$ cat src/rtl/core/mcswd_pkg.sv
`timescale 1ns / 1ps
// ----------------------------------------------------------------------------
// mcswd_pkg : shared types and codes for the multi-channel soft watchdog
// Transaction structs, command codes, result kinds and the table write request.
// ----------------------------------------------------------------------------
package mcswd_pkg;

  // command codes
  localparam logic [2:0] FUNC_TICK   = 3'd0;
  localparam logic [2:0] FUNC_REG    = 3'd1;
  localparam logic [2:0] FUNC_UNREG  = 3'd2;
  localparam logic [2:0] FUNC_FEED   = 3'd3;
  localparam logic [2:0] FUNC_CHECK  = 3'd4;

  // result kinds
  localparam logic [1:0] KIND_DONE    = 2'd0;
  localparam logic [1:0] KIND_INVALID = 2'd1;
  localparam logic [1:0] KIND_EXPIRED = 2'd2;
  localparam logic [1:0] KIND_KICK    = 2'd3;

  // most results one check may give
  localparam int unsigned MAX_RESULTS = 16;
  localparam int unsigned RES_CNT_W   = $clog2(MAX_RESULTS + 1);

  typedef struct packed {
    logic [2:0]  func;
    logic [7:0]  channel;
    logic [31:0] period;
  } cmd_t;

  typedef struct packed {
    logic [1:0] kind;
    logic [7:0] channel_out;
    logic       last;
  } result_t;

  typedef struct packed {
    logic        per_en;
    logic        fed_en;
    logic [7:0]  addr;
    logic [31:0] per;
    logic [31:0] fed;
  } tbl_wr_t;

endpackage

$ cat src/rtl/core/mcswd_table.sv
`timescale 1ns / 1ps
// ----------------------------------------------------------------------------
// mcswd_table : channel period and feed-time storage
// Two simple dual-port memories with registered reads; period entries carry valid
// bits so an unwritten channel reads as inactive.
// ----------------------------------------------------------------------------
module mcswd_table #(
  parameter int unsigned NUM_CHANNELS = 16,
  parameter int unsigned IDX_W        = 4
) (
  input  logic                 clk,
  input  logic                 rst,
  input  mcswd_pkg::tbl_wr_t   wr,
  input  logic                 rd_en,
  input  logic [IDX_W-1:0]     rd_addr,
  output logic [31:0]          rd_period,
  output logic [31:0]          rd_fed
);
  import mcswd_pkg::*;

  logic [31:0]             per_mem [NUM_CHANNELS];
  logic [31:0]             fed_mem [NUM_CHANNELS];
  logic [NUM_CHANNELS-1:0] vld;
  logic [31:0]             per_rd;
  logic                    vld_rd;
  logic [IDX_W-1:0]        wr_idx;

  assign wr_idx = wr.addr[IDX_W-1:0];

  always_ff @(posedge clk) begin
    if (wr.per_en) begin
      per_mem[wr_idx] <= wr.per;
    end
    if (wr.fed_en) begin
      fed_mem[wr_idx] <= wr.fed;
    end
    if (rd_en) begin
      per_rd <= per_mem[rd_addr];
      rd_fed <= fed_mem[rd_addr];
    end
  end

  always_ff @(posedge clk) begin
    if (rst) begin
      vld    <= '0;
      vld_rd <= 1'b0;
    end else begin
      if (wr.per_en) begin
        vld[wr_idx] <= 1'b1;
      end
      if (rd_en) begin
        vld_rd <= vld[rd_addr];
      end
    end
  end

  // unwritten entry counts as period zero (inactive)
  assign rd_period = vld_rd ? per_rd : 32'd0;

endmodule

$ cat src/rtl/core/mcswd_cmp.sv
`timescale 1ns / 1ps
// ----------------------------------------------------------------------------
// mcswd_cmp : shared expiry compare unit
// Wrapping elapsed time against the channel period, one channel per cycle.
// ----------------------------------------------------------------------------
module mcswd_cmp (
  input  logic [31:0] now_ms,
  input  logic [31:0] fed_at,
  input  logic [31:0] period,
  output logic        expired
);
  import mcswd_pkg::*;

  logic [31:0] elapsed;

  assign elapsed = now_ms - fed_at;
  assign expired = (period != 32'd0) && (elapsed > period);

endmodule

$ cat src/rtl/core/multi_channel_soft_watchdog.sv
`timescale 1ns / 1ps
// ----------------------------------------------------------------------------
// multi_channel_soft_watchdog : software watchdog channel multiplexer
// Tick, register, unregister and feed transactions give one result in the
// cycle after acceptance and leave busy low; a check scans the channel table.
// Check: busy for the whole scan, with one table read per cycle through
//   the shared compare unit; results appear during and at the end of the scan.
// Results are strobed for one cycle; the receiver cannot stall them.
// Reset (rst, synchronous): time counter zero, all channels inactive, idle.
// ----------------------------------------------------------------------------
module multi_channel_soft_watchdog #(
  parameter int unsigned NUM_CHANNELS = 16
) (
  input  logic                clk,
  input  logic                rst,
  input  logic                start,
  output logic                busy,
  input  mcswd_pkg::cmd_t     cmd,
  output logic                result_valid,
  output mcswd_pkg::result_t  result
);
  import mcswd_pkg::*;

  localparam int unsigned IDX_W = (NUM_CHANNELS > 1) ? $clog2(NUM_CHANNELS) : 1;
  localparam int unsigned CNT_W = $clog2(NUM_CHANNELS + 1);
  localparam logic [CNT_W-1:0] LAST_CNT = CNT_W'(NUM_CHANNELS);

  typedef enum logic {S_IDLE, S_SCAN} state_t;

  state_t               state;
  logic [31:0]          now_ms;

  // scan sequencer: read stage then compare stage
  logic [CNT_W-1:0]     rd_cnt;      // channels whose read has been issued
  logic                 chk_vld;     // table data valid for the compare
  logic [IDX_W-1:0]     chk_ch;
  // one expired result is held back so that 'last' can be set on the final one
  logic                 pend_vld;
  logic [IDX_W-1:0]     pend_ch;
  logic [RES_CNT_W-1:0] n_cnt;

  logic                 accept;
  logic                 ch_bad;
  logic                 rd_en;
  logic                 rd_done;
  tbl_wr_t              tbl_wr;
  logic [31:0]          rd_period;
  logic [31:0]          rd_fed;
  logic                 expired;

  assign busy    = (state != S_IDLE);
  assign accept  = start && !busy;
  assign ch_bad  = ({1'b0, cmd.channel} >= 9'(NUM_CHANNELS));
  assign rd_done = (rd_cnt == LAST_CNT);
  assign rd_en   = (state == S_SCAN) && !rd_done;

  // table writes happen at the accepting edge; a channel out of range writes nothing
  always_comb begin
    tbl_wr.per_en = 1'b0;
    tbl_wr.fed_en = 1'b0;
    tbl_wr.addr   = cmd.channel;
    tbl_wr.per    = cmd.period;
    tbl_wr.fed    = now_ms;
    if (accept && !ch_bad) begin
      case (cmd.func)
        FUNC_REG: begin
          tbl_wr.per_en = 1'b1;
          tbl_wr.fed_en = 1'b1;
        end
        FUNC_UNREG: begin
          tbl_wr.per_en = 1'b1;
          tbl_wr.per    = 32'd0;
        end
        FUNC_FEED: begin
          tbl_wr.fed_en = 1'b1;
        end
        default: begin
        end
      endcase
    end
  end

  mcswd_table #(
    .NUM_CHANNELS (NUM_CHANNELS),
    .IDX_W        (IDX_W)
  ) u_table (
    .clk       (clk),
    .rst       (rst),
    .wr        (tbl_wr),
    .rd_en     (rd_en),
    .rd_addr   (rd_cnt[IDX_W-1:0]),
    .rd_period (rd_period),
    .rd_fed    (rd_fed)
  );

  mcswd_cmp u_cmp (
    .now_ms  (now_ms),
    .fed_at  (rd_fed),
    .period  (rd_period),
    .expired (expired)
  );

  always_ff @(posedge clk) begin
    if (rst) begin
      state        <= S_IDLE;
      now_ms       <= 32'd0;
      rd_cnt       <= '0;
      chk_vld      <= 1'b0;
      pend_vld     <= 1'b0;
      n_cnt        <= '0;
      result_valid <= 1'b0;
    end else begin
      result_valid <= 1'b0;
      case (state)
        S_IDLE: begin
          if (start) begin
            case (cmd.func)
              FUNC_TICK: begin
                now_ms       <= now_ms + 32'd1;
                result_valid <= 1'b1;
                result       <= '{kind: KIND_DONE, channel_out: 8'd0, last: 1'b1};
              end
              FUNC_REG, FUNC_UNREG, FUNC_FEED: begin
                result_valid <= 1'b1;
                result       <= '{kind: ch_bad ? KIND_INVALID : KIND_DONE,
                                  channel_out: cmd.channel, last: 1'b1};
              end
              FUNC_CHECK: begin
                state    <= S_SCAN;
                rd_cnt   <= '0;
                chk_vld  <= 1'b0;
                pend_vld <= 1'b0;
                n_cnt    <= '0;
              end
              default: begin
                // unused codes: no state change, no result
              end
            endcase
          end
        end
        S_SCAN: begin
          // read stage
          chk_vld <= !rd_done;
          chk_ch  <= rd_cnt[IDX_W-1:0];
          if (!rd_done) begin
            rd_cnt <= rd_cnt + CNT_W'(1);
          end
          // compare stage: release the held result when a newer one turns up
          if (chk_vld && expired && (n_cnt < RES_CNT_W'(MAX_RESULTS))) begin
            if (pend_vld) begin
              result_valid <= 1'b1;
              result       <= '{kind: KIND_EXPIRED, channel_out: 8'(pend_ch), last: 1'b0};
            end
            pend_vld <= 1'b1;
            pend_ch  <= chk_ch;
            n_cnt    <= n_cnt + RES_CNT_W'(1);
          end
          // scan over: final expired result, or the hardware kick
          if (rd_done && !chk_vld) begin
            result_valid <= 1'b1;
            if (pend_vld) begin
              result <= '{kind: KIND_EXPIRED, channel_out: 8'(pend_ch), last: 1'b1};
            end else begin
              result <= '{kind: KIND_KICK, channel_out: 8'd0, last: 1'b1};
            end
            state <= S_IDLE;
          end
        end
        default: begin
          state <= S_IDLE;
        end
      endcase
    end
  end

endmodule

$ cat config.mk
export PLATFORM = sky130hd
export DESIGN_NAME = multi_channel_soft_watchdog
export DESIGN_NICKNAME = d
export VERILOG_FILES = /design/src/rtl/core/mcswd_pkg.sv /design/src/rtl/core/mcswd_table.sv /design/src/rtl/core/mcswd_cmp.sv /design/src/rtl/core/multi_channel_soft_watchdog.sv
export SDC_FILE = /design/constraint.sdc
export NUM_CORES = 1
export LEC_CHECK = 0
export ABC_CLOCK_PERIOD_IN_PS = 5600
export BUFFER_PORTS_ARGS = -buffer_cell sky130_fd_sc_hd__buf_4
export CAP_MARGIN = 25
export CORE_UTILIZATION = 30
export DETAILED_ROUTE_END_ITERATION = 7
export GPL_TIMING_DRIVEN = 0
export MAX_ROUTING_LAYER = met4
export PLACE_DENSITY = 0.43
export SLEW_MARGIN = 20
export SYNTH_ARGS = -nofsm -noshare
export SYNTH_HDL_FRONTEND = slang
export SYNTH_SLANG_ARGS = --single-unit
$ cat constraint.sdc
create_clock -name clk -period 5.6 [get_ports clk]
set_clock_uncertainty 0.2 [all_clocks]
set_input_delay 1.12 -clock clk [delete_from_list [all_inputs] [get_ports clk]]
set_output_delay 1.12 -clock clk [all_outputs]
set_load 0.01 [all_outputs]
==> results of run 1 <==
[how the worst max path moves through the flow]
| stage | from | endpoint | slack, ns | depth (start not counted) |
|---|---|---|---|---|
| floorplan | now_ms[7] | result[0] | 0.37 | 18 |
| global placement | cmd[38] | u_table.per_mem[1][2] | -2.11 | 5 |
| detailed placement | now_ms[0] | result[5] | -0.38 | 21 |
| CTS | now_ms[0] | result[7] | 0.008 | 21 |
| global route | now_ms[7] | result[10] | -0.004 | 19 |
| finish | now_ms[7] | result[10] | 0.26 | 19 |
[kinds of logic after synthesis]
| kind of cell | share of synthesized area, % |
|---|---|
| simple gates | 3.896 |
| mux | 15.81 |
| flops | 74.10 |
| buf+inv | 1.252 |
| xor+xnor | 1.035 |
| fa+ha+maj | 1.843 |
| compound gates | 2.061 |
[routing by layer]
metal  global-route usage [%]  routed length (µm)  up-vias
li1                         -                   -     9930
met1                    22.59               57050    12390
met2                    26.91               62050      676
met3                    3.329                6946      180
met4                    4.840                2929        0
met5                        -                   0        -
[cell usage in the layout (no fill, tap or decap), drive strengths merged, types with 5 or more instances in the layout]
| cell | n |
|---|---|
| ha | 67 |
| nor3 | 14 |
| nor2b | 5 |
| and2 | 41 |
| buf | 172 |
| edfxtp | 1107 |
| and3 | 9 |
| a21oi | 49 |
| clkbuf | 223 |
| dfxtp | 63 |
| xnor2 | 24 |
| diode | 6 |
| nor4 | 13 |
| inv | 58 |
| mux4 | 325 |
| nand3 | 25 |
| bufinv | 12 |
| or3 | 9 |
| o21ai | 25 |
| clkinv | 44 |
| xor2 | 31 |
| o21a | 7 |
| nand2b | 7 |
| nand2 | 78 |
| nor2 | 121 |
| nand4 | 21 |
| a21o | 21 |
[worst max-delay path, stage by stage, from the launching register on]
cell      delay [ns]
dfxtp_2         0.51
ha_1            0.35
a21oi_1         0.25
a21boi_0        0.13
a311oi_1        0.48
a21oi_1         0.18
o21ai_1         0.20
a31oi_1         0.18
or4_1           0.44
nand3_1         0.12
ha_1            0.16
a21o_1          0.11
a21o_1          0.11
a211oi_1        0.07
o31a_1          0.27
o21ai_0         0.24
a211oi_2        0.13
o311a_1         0.40
a211oi_4        0.28
buf_4           0.24
[power by group through the flow]
stage / Clock [W] / Sequential [W] / Combinational (W)
after floorplan: 0 / 0.00970 / 0.000206
after global placement: 0 / 0.00971 / 0.000340
after detailed placement: 0 / 0.00971 / 0.000366
after CTS: 0.00876 / 0.00953 / 0.000367
after global routing: 0.00910 / 0.00952 / 0.000392
final: 0.00854 / 0.00953 / 0.000361
[stage by stage]
step	setup TNS (ns)	hold slack (ns)	utilization [%]	total power, W
after floorplan	0	0.2003	-	0.009911
after detailed placement	-3.664	0.2124	33.50	0.01008
after global placement	-2012.11	0.2151	32.17	0.01005
after CTS	0	0.2169	36.28	0.01865
after global routing	-0.007349	0.2420	36.31	0.01902
final	0	0.2179	36.31	0.01843
[area by class of cell]
cell class / instances / share of cell area [%]
well taps: 2044 / 4.572
clock buffers: 166 / 6.397
flip-flops and latches: 1170 / 61.70
repair buffers: 132 / 3.975
inverters: 52 / 0.3534
multi-input cells: 957 / 20.99
clock inverters: 65 / 1.239
plain buffers: 97 / 0.7471
diodes: 6 / 0.02684
[flip-flops by register name (all words and copies together), names as in the netlist]
register,flops
rd_cnt,5
u_table.per_mem,512
chk_ch,4
u_table.vld,16
pend_ch,4
busy,1
now_ms,32
n_cnt,5
chk_vld,1
u_table.vld_rd,1
u_table.fed_mem,512
u_table.rd_fed,32
pend_vld,1
result,11
u_table.per_rd,32
result_valid,1
[timing repair]
action | 4_1_cts | 5_1_grt
gates resized for setup | 9 | 1
buffers inserted | 0 | 2
pin swaps | 0 | 2
gates cloned | 0 | 0
setup endpoints to repair | 11 | 11
==> reports/metrics.yaml, run 1 <==
worst_setup_path:
  reg2reg_to: "result[10]"
  crit_path_end_kind: "flop"
  worst-setup-path-type: "reg2reg"
  arrival_ns: 5.60
  reg2reg_slack_ns: 0.26
  rr_worst_depth: 19
  r2r_start: "now_ms[7]"
  cp.required_ns: 5.86
  cp_max_fo: 20
  start_kind: "flop"
power:
  switching_share_pct: 20.08
  leakage_nw: 18.54
  p_int_w: 0.01473
  power_frac_comb_pct: 2.0
  power_density_nw_per_um2: 329.5
  seq_power_share_pct: 51.7
  p_clk_share_pct: 46.3
  ir_worst_vdd_uv: 222.5
  power_switching_w: 0.003701
cts:
  cts_made_buffers: 131
  cts-root-buf: "clkbuf_16"
  clk_pin_slew_ns: 0.06
  cts_tree: "yes"
  cts_max_level: 4
  clkSinkCount: 1170
  ctsHoldBuffers: 0
  worst_skew_pair.late_latency_ns: 0.77
  cts_max_path_buffers: 3
place:
  gp_congestion: 0.8532
  place_ws_ns: -0.3812
  hpwlAfterDp_um: 87510
  dp_cells: 4449
  dpl_cell_area_um2: 51610
  io_buffers: 58
synth:
  netlist_top_cells_count: "1107 x edfxtp_1, 325 x mux4_2, 118 x nor2_1"
  synth_edf_count: 1107
  synthArstFlopShare_pct: 0
  syn_area_um2: 46560
  synth-main-ff-cell: "edfxtp_1"
  ys_seq_elements: 1170
  synthTopCellsByArea: "edfxtp_1 71%, mux4_2 16%, dfxtp_1 2.7%"
  synth.avg_cell_area_um2: 20.46
  yosysWarnings: 0
  ys_seq_area_share_pct: 74.10
  synthCells: 2276
  synth_top_area_share_pct: 71.39
  synth_top_area_cell: "edfxtp_1"
  yosys.cell_types.count: 73
  synth_nets: 2390
  synth_most_common_cell: "edfxtp_1"
drt:
  drt_iter0_drc: 1937
  drc: 0
  dr.pass1.iters: 6
  postRouteAntennaNets: 0
  vias: 23170
  vias_per_cell: 4.942
  wl_per_cell_um: 27.51
  drt-total-wl_um: 129000
floorplanning:
  initial_core_util_pct: 30.23
  die_h_um: 396.0
  die_area_um2: 156800
  ioPinCount: 59
  core_um2: 154000
  fp-row-count: 144
  die_width_um: 396.0
cells_and_area:
  layout-drive-gt1-share_pct: 28.15
  syn_to_final_growth_pct: 20.14
  seq_area_um2: 34510
  multiInputGateArea_um2: 11740
  instances_no_fill: 4689
  nets: 2655
  fin_area_um2: 55940
  fillCellCount: 14110
global_routing:
  grt_util_all_layers_pct: 17.12
  grt_start_max_net_pins: 41
  grt_pass1_wl_um: 182700
  antenna_found_initial: 11
  grt_remaining_overflow: 0
  grt_pass1_vias: 24340
run_status:
  status: "completed"
timing:
  period_needed_ns: 5.343
  max_freq_ghz: 0.1871
  fin_ws_ns: 0.2567
  slew_headroom_pct: 27.89
  fin_crit_sh_pct: 95.42
  setup_violations: 0
  tightest_slew_ns: 1.082
  hold_violations: 0
  maxSlewViolCount: 0
min_path:
  min_to: "pend_ch[1]"
  hp-class: "reg2reg"
  hp-start: "chk_ch[1]"
  hold_path_depth: 0
job:
  maxCapViolations: 0
(Power assumes the default switching activity.)
==> run 2, diff against run 1 <==
--- a/config.mk
+++ b/config.mk
@@ -8,6 +8,7 @@
 export ABC_CLOCK_PERIOD_IN_PS = 5600
 export BUFFER_PORTS_ARGS = -buffer_cell sky130_fd_sc_hd__buf_4
 export CAP_MARGIN = 25
+export CORE_MARGIN = 3
 export CORE_UTILIZATION = 30
 export DETAILED_ROUTE_END_ITERATION = 7
 export GPL_TIMING_DRIVEN = 0
==> reports/metrics.yaml, run 2 (synthesis results as in run 1) <==
place:
  gp_congestion: 0.8448
  hpwlAfterDp_um: 86040
  dpl_cell_area_um2: 51550
  io_buffers: 58
  place_ws_ns: -0.2537
worst_setup_path:
  cp.required_ns: 5.86
  crit_path_end_kind: "flop"
  reg2reg_slack_ns: 0.24
  worst-setup-path-type: "reg2reg"
  reg2reg_to: "result[4]"
  rr_worst_depth: 20
  arrival_ns: 5.62
  start_kind: "flop"
  endpoint: "result[4]"
  slowest_delay_ns: 0.53
  crit_path_start: "now_ms[7]"
  path_cells: "ha_1, a21oi_1, a21boi_0, a311oi_2, a21oi_1, o21ai_1, a31oi_1, or4_1, nand3_1, ha_1, a21o_1, a21o_1, a211oi_1, o31a_1, o21ai_0, a211oi_2, buf_4, o311a_1, a211oi_4, buf_6"
  cp_max_fo: 20
  cp_slowest_cell: "dfxtp_2"
  r2r_start: "now_ms[7]"
cells_and_area:
  fillCellCount: 13960
  multiInputGateArea_um2: 11760
  fin_area_um2: 55840
  layout-drive-gt1-share_pct: 28.47
  seq_area_um2: 34530
  final_cell_mix: "1107 x edfxtp_1, 325 x mux4_2, 138 x clkbuf_16"
  layout_commonest_cell: "edfxtp_1"
  nets: 2660
  syn_to_final_growth_pct: 19.92
  top_regs: "u_table.fed_mem: 512 flops, u_table.per_mem: 512 flops"
global_routing:
  grt_pass1_vias: 24440
  grt_pass1_wl_um: 183700
  grt_remaining_overflow: 0
  grt_start_max_net_pins: 36
  antenna_found_initial: 9
  grt_util_all_layers_pct: 16.87
floorplanning:
  die_area_um2: 160000
  die_h_um: 400.0
  fp-row-count: 143
  ioPinCount: 59
  die_width_um: 400.0
  initial_core_util_pct: 30.44
  core_um2: 153000
timing:
  hold_violations: 0
  maxSlewViolCount: 0
  slew_headroom_pct: 27.16
  setup_tns_ns: 0
  fin_ws_ns: 0.2422
  whs_ns: 0.2201
  tightest_slew_ns: 1.093
  max_freq_ghz: 0.1866
  fin_crit_sh_pct: 95.68
  period_needed_ns: 5.358
  setup_violations: 0
power:
  ir_worst_vdd_uv: 256.1
  leakage_nw: 18.48
  power_density_nw_per_um2: 325.2
  totalPowerFinal_w: 0.01816
cts:
  clk_pin_slew_ns: 0.06
  cts_tree: "yes"
  ctsHoldBuffers: 0
  cts_max_level: 4
  worst_skew_pair.late_latency_ns: 0.76
  cts_made_buffers: 131
  cts-root-buf: "clkbuf_16"
  clkSinkCount: 1170
  cts_max_path_buffers: 3
drt:
  vias_per_cell: 4.983
  dr.pass1.iters: 5
  drc: 0
  drt-total-wl_um: 129200
  vias: 23340
  wl_per_cell_um: 27.59
  drt_iter0_drc: 2060
  postRouteAntennaNets: 0
job:
  maxCapViolations: 0
run_status:
  status: "completed"
min_path:
  hold_path_depth: 0
  hp-class: "reg2reg"
-- run 2: changes by cell type in the layout (fill, tap and decap cells not counted), sizes merged --
cell | before | now
diode | 6 | 5
inv | 58 | 59
bufinv | 12 | 6
clkinv | 44 | 42
clkbuf | 223 | 230
clkinvlp | 3 | 6
buf | 172 | 178
-- run 2: worst min-delay path by stage --
stage | start | to | slack, ns
after floorplan | chk_ch[0] | pend_ch[0] | 0.20
after CTS | chk_ch[2] | pend_ch[2] | 0.22
after global routing | chk_ch[2] | pend_ch[2] | 0.24
after global placement | chk_ch[2] | pend_ch[2] | 0.22
after detailed placement | chk_ch[2] | pend_ch[2] | 0.21
final | chk_ch[1] | pend_ch[1] | 0.22
-- run 2: cell type report --
cell class	instances	share of cell area [%]
flip-flops and latches	1170	61.83
multi-input cells	957	21.07
clock buffers	174	6.462
well taps	2030	4.549
repair buffers	137	4.031
clock inverters	61	0.9321
plain buffers	97	0.7462
inverters	52	0.3585
diodes	5	0.02241
-- run 2: what timing repair did --
item	in CTS	in global routing
gates resized for setup	8	17
pin swaps	0	3
setup endpoints to repair	11	16
setup buffers	0	5
-- run 2: routing by layer --
metal  share of wire [%]  GRT usage (%)  vias up  wire length [µm]
met5                   0              -        -                 0
met4                 2.5          5.039        0              3290
met3                 5.0          2.843      183              6457
met2                  48          26.22      657             61590
met1                  45          22.84    12560             57890
li1                    -              -     9939                 -
-- run 2: metrics by stage --
step	utilization, %	instances
2_1_floorplan	-	2276
3_3_place_gp	32.38	4364
3_5_place_dp	33.69	4433
4_1_cts	36.40	4668
5_1_grt	36.50	4681
6_report	36.50	4683
-- run 2: worst max-delay path: cells and delay by family, from the launching register on --
kind / cells / cell delay [ns]
compound gates: 14 / 2.87
fa+ha+maj: 2 / 0.53
simple gates: 2 / 0.59
buf+inv: 2 / 0.37
flops: 1 / 0.53
-- run 2: report_power, final --
part	switching, W	total, W	internal, W
combinational	0.000224	0.000359	0.000135
clock	0.00344	0.00827	0.00482
sequential	0.0000155	0.00953	0.00951
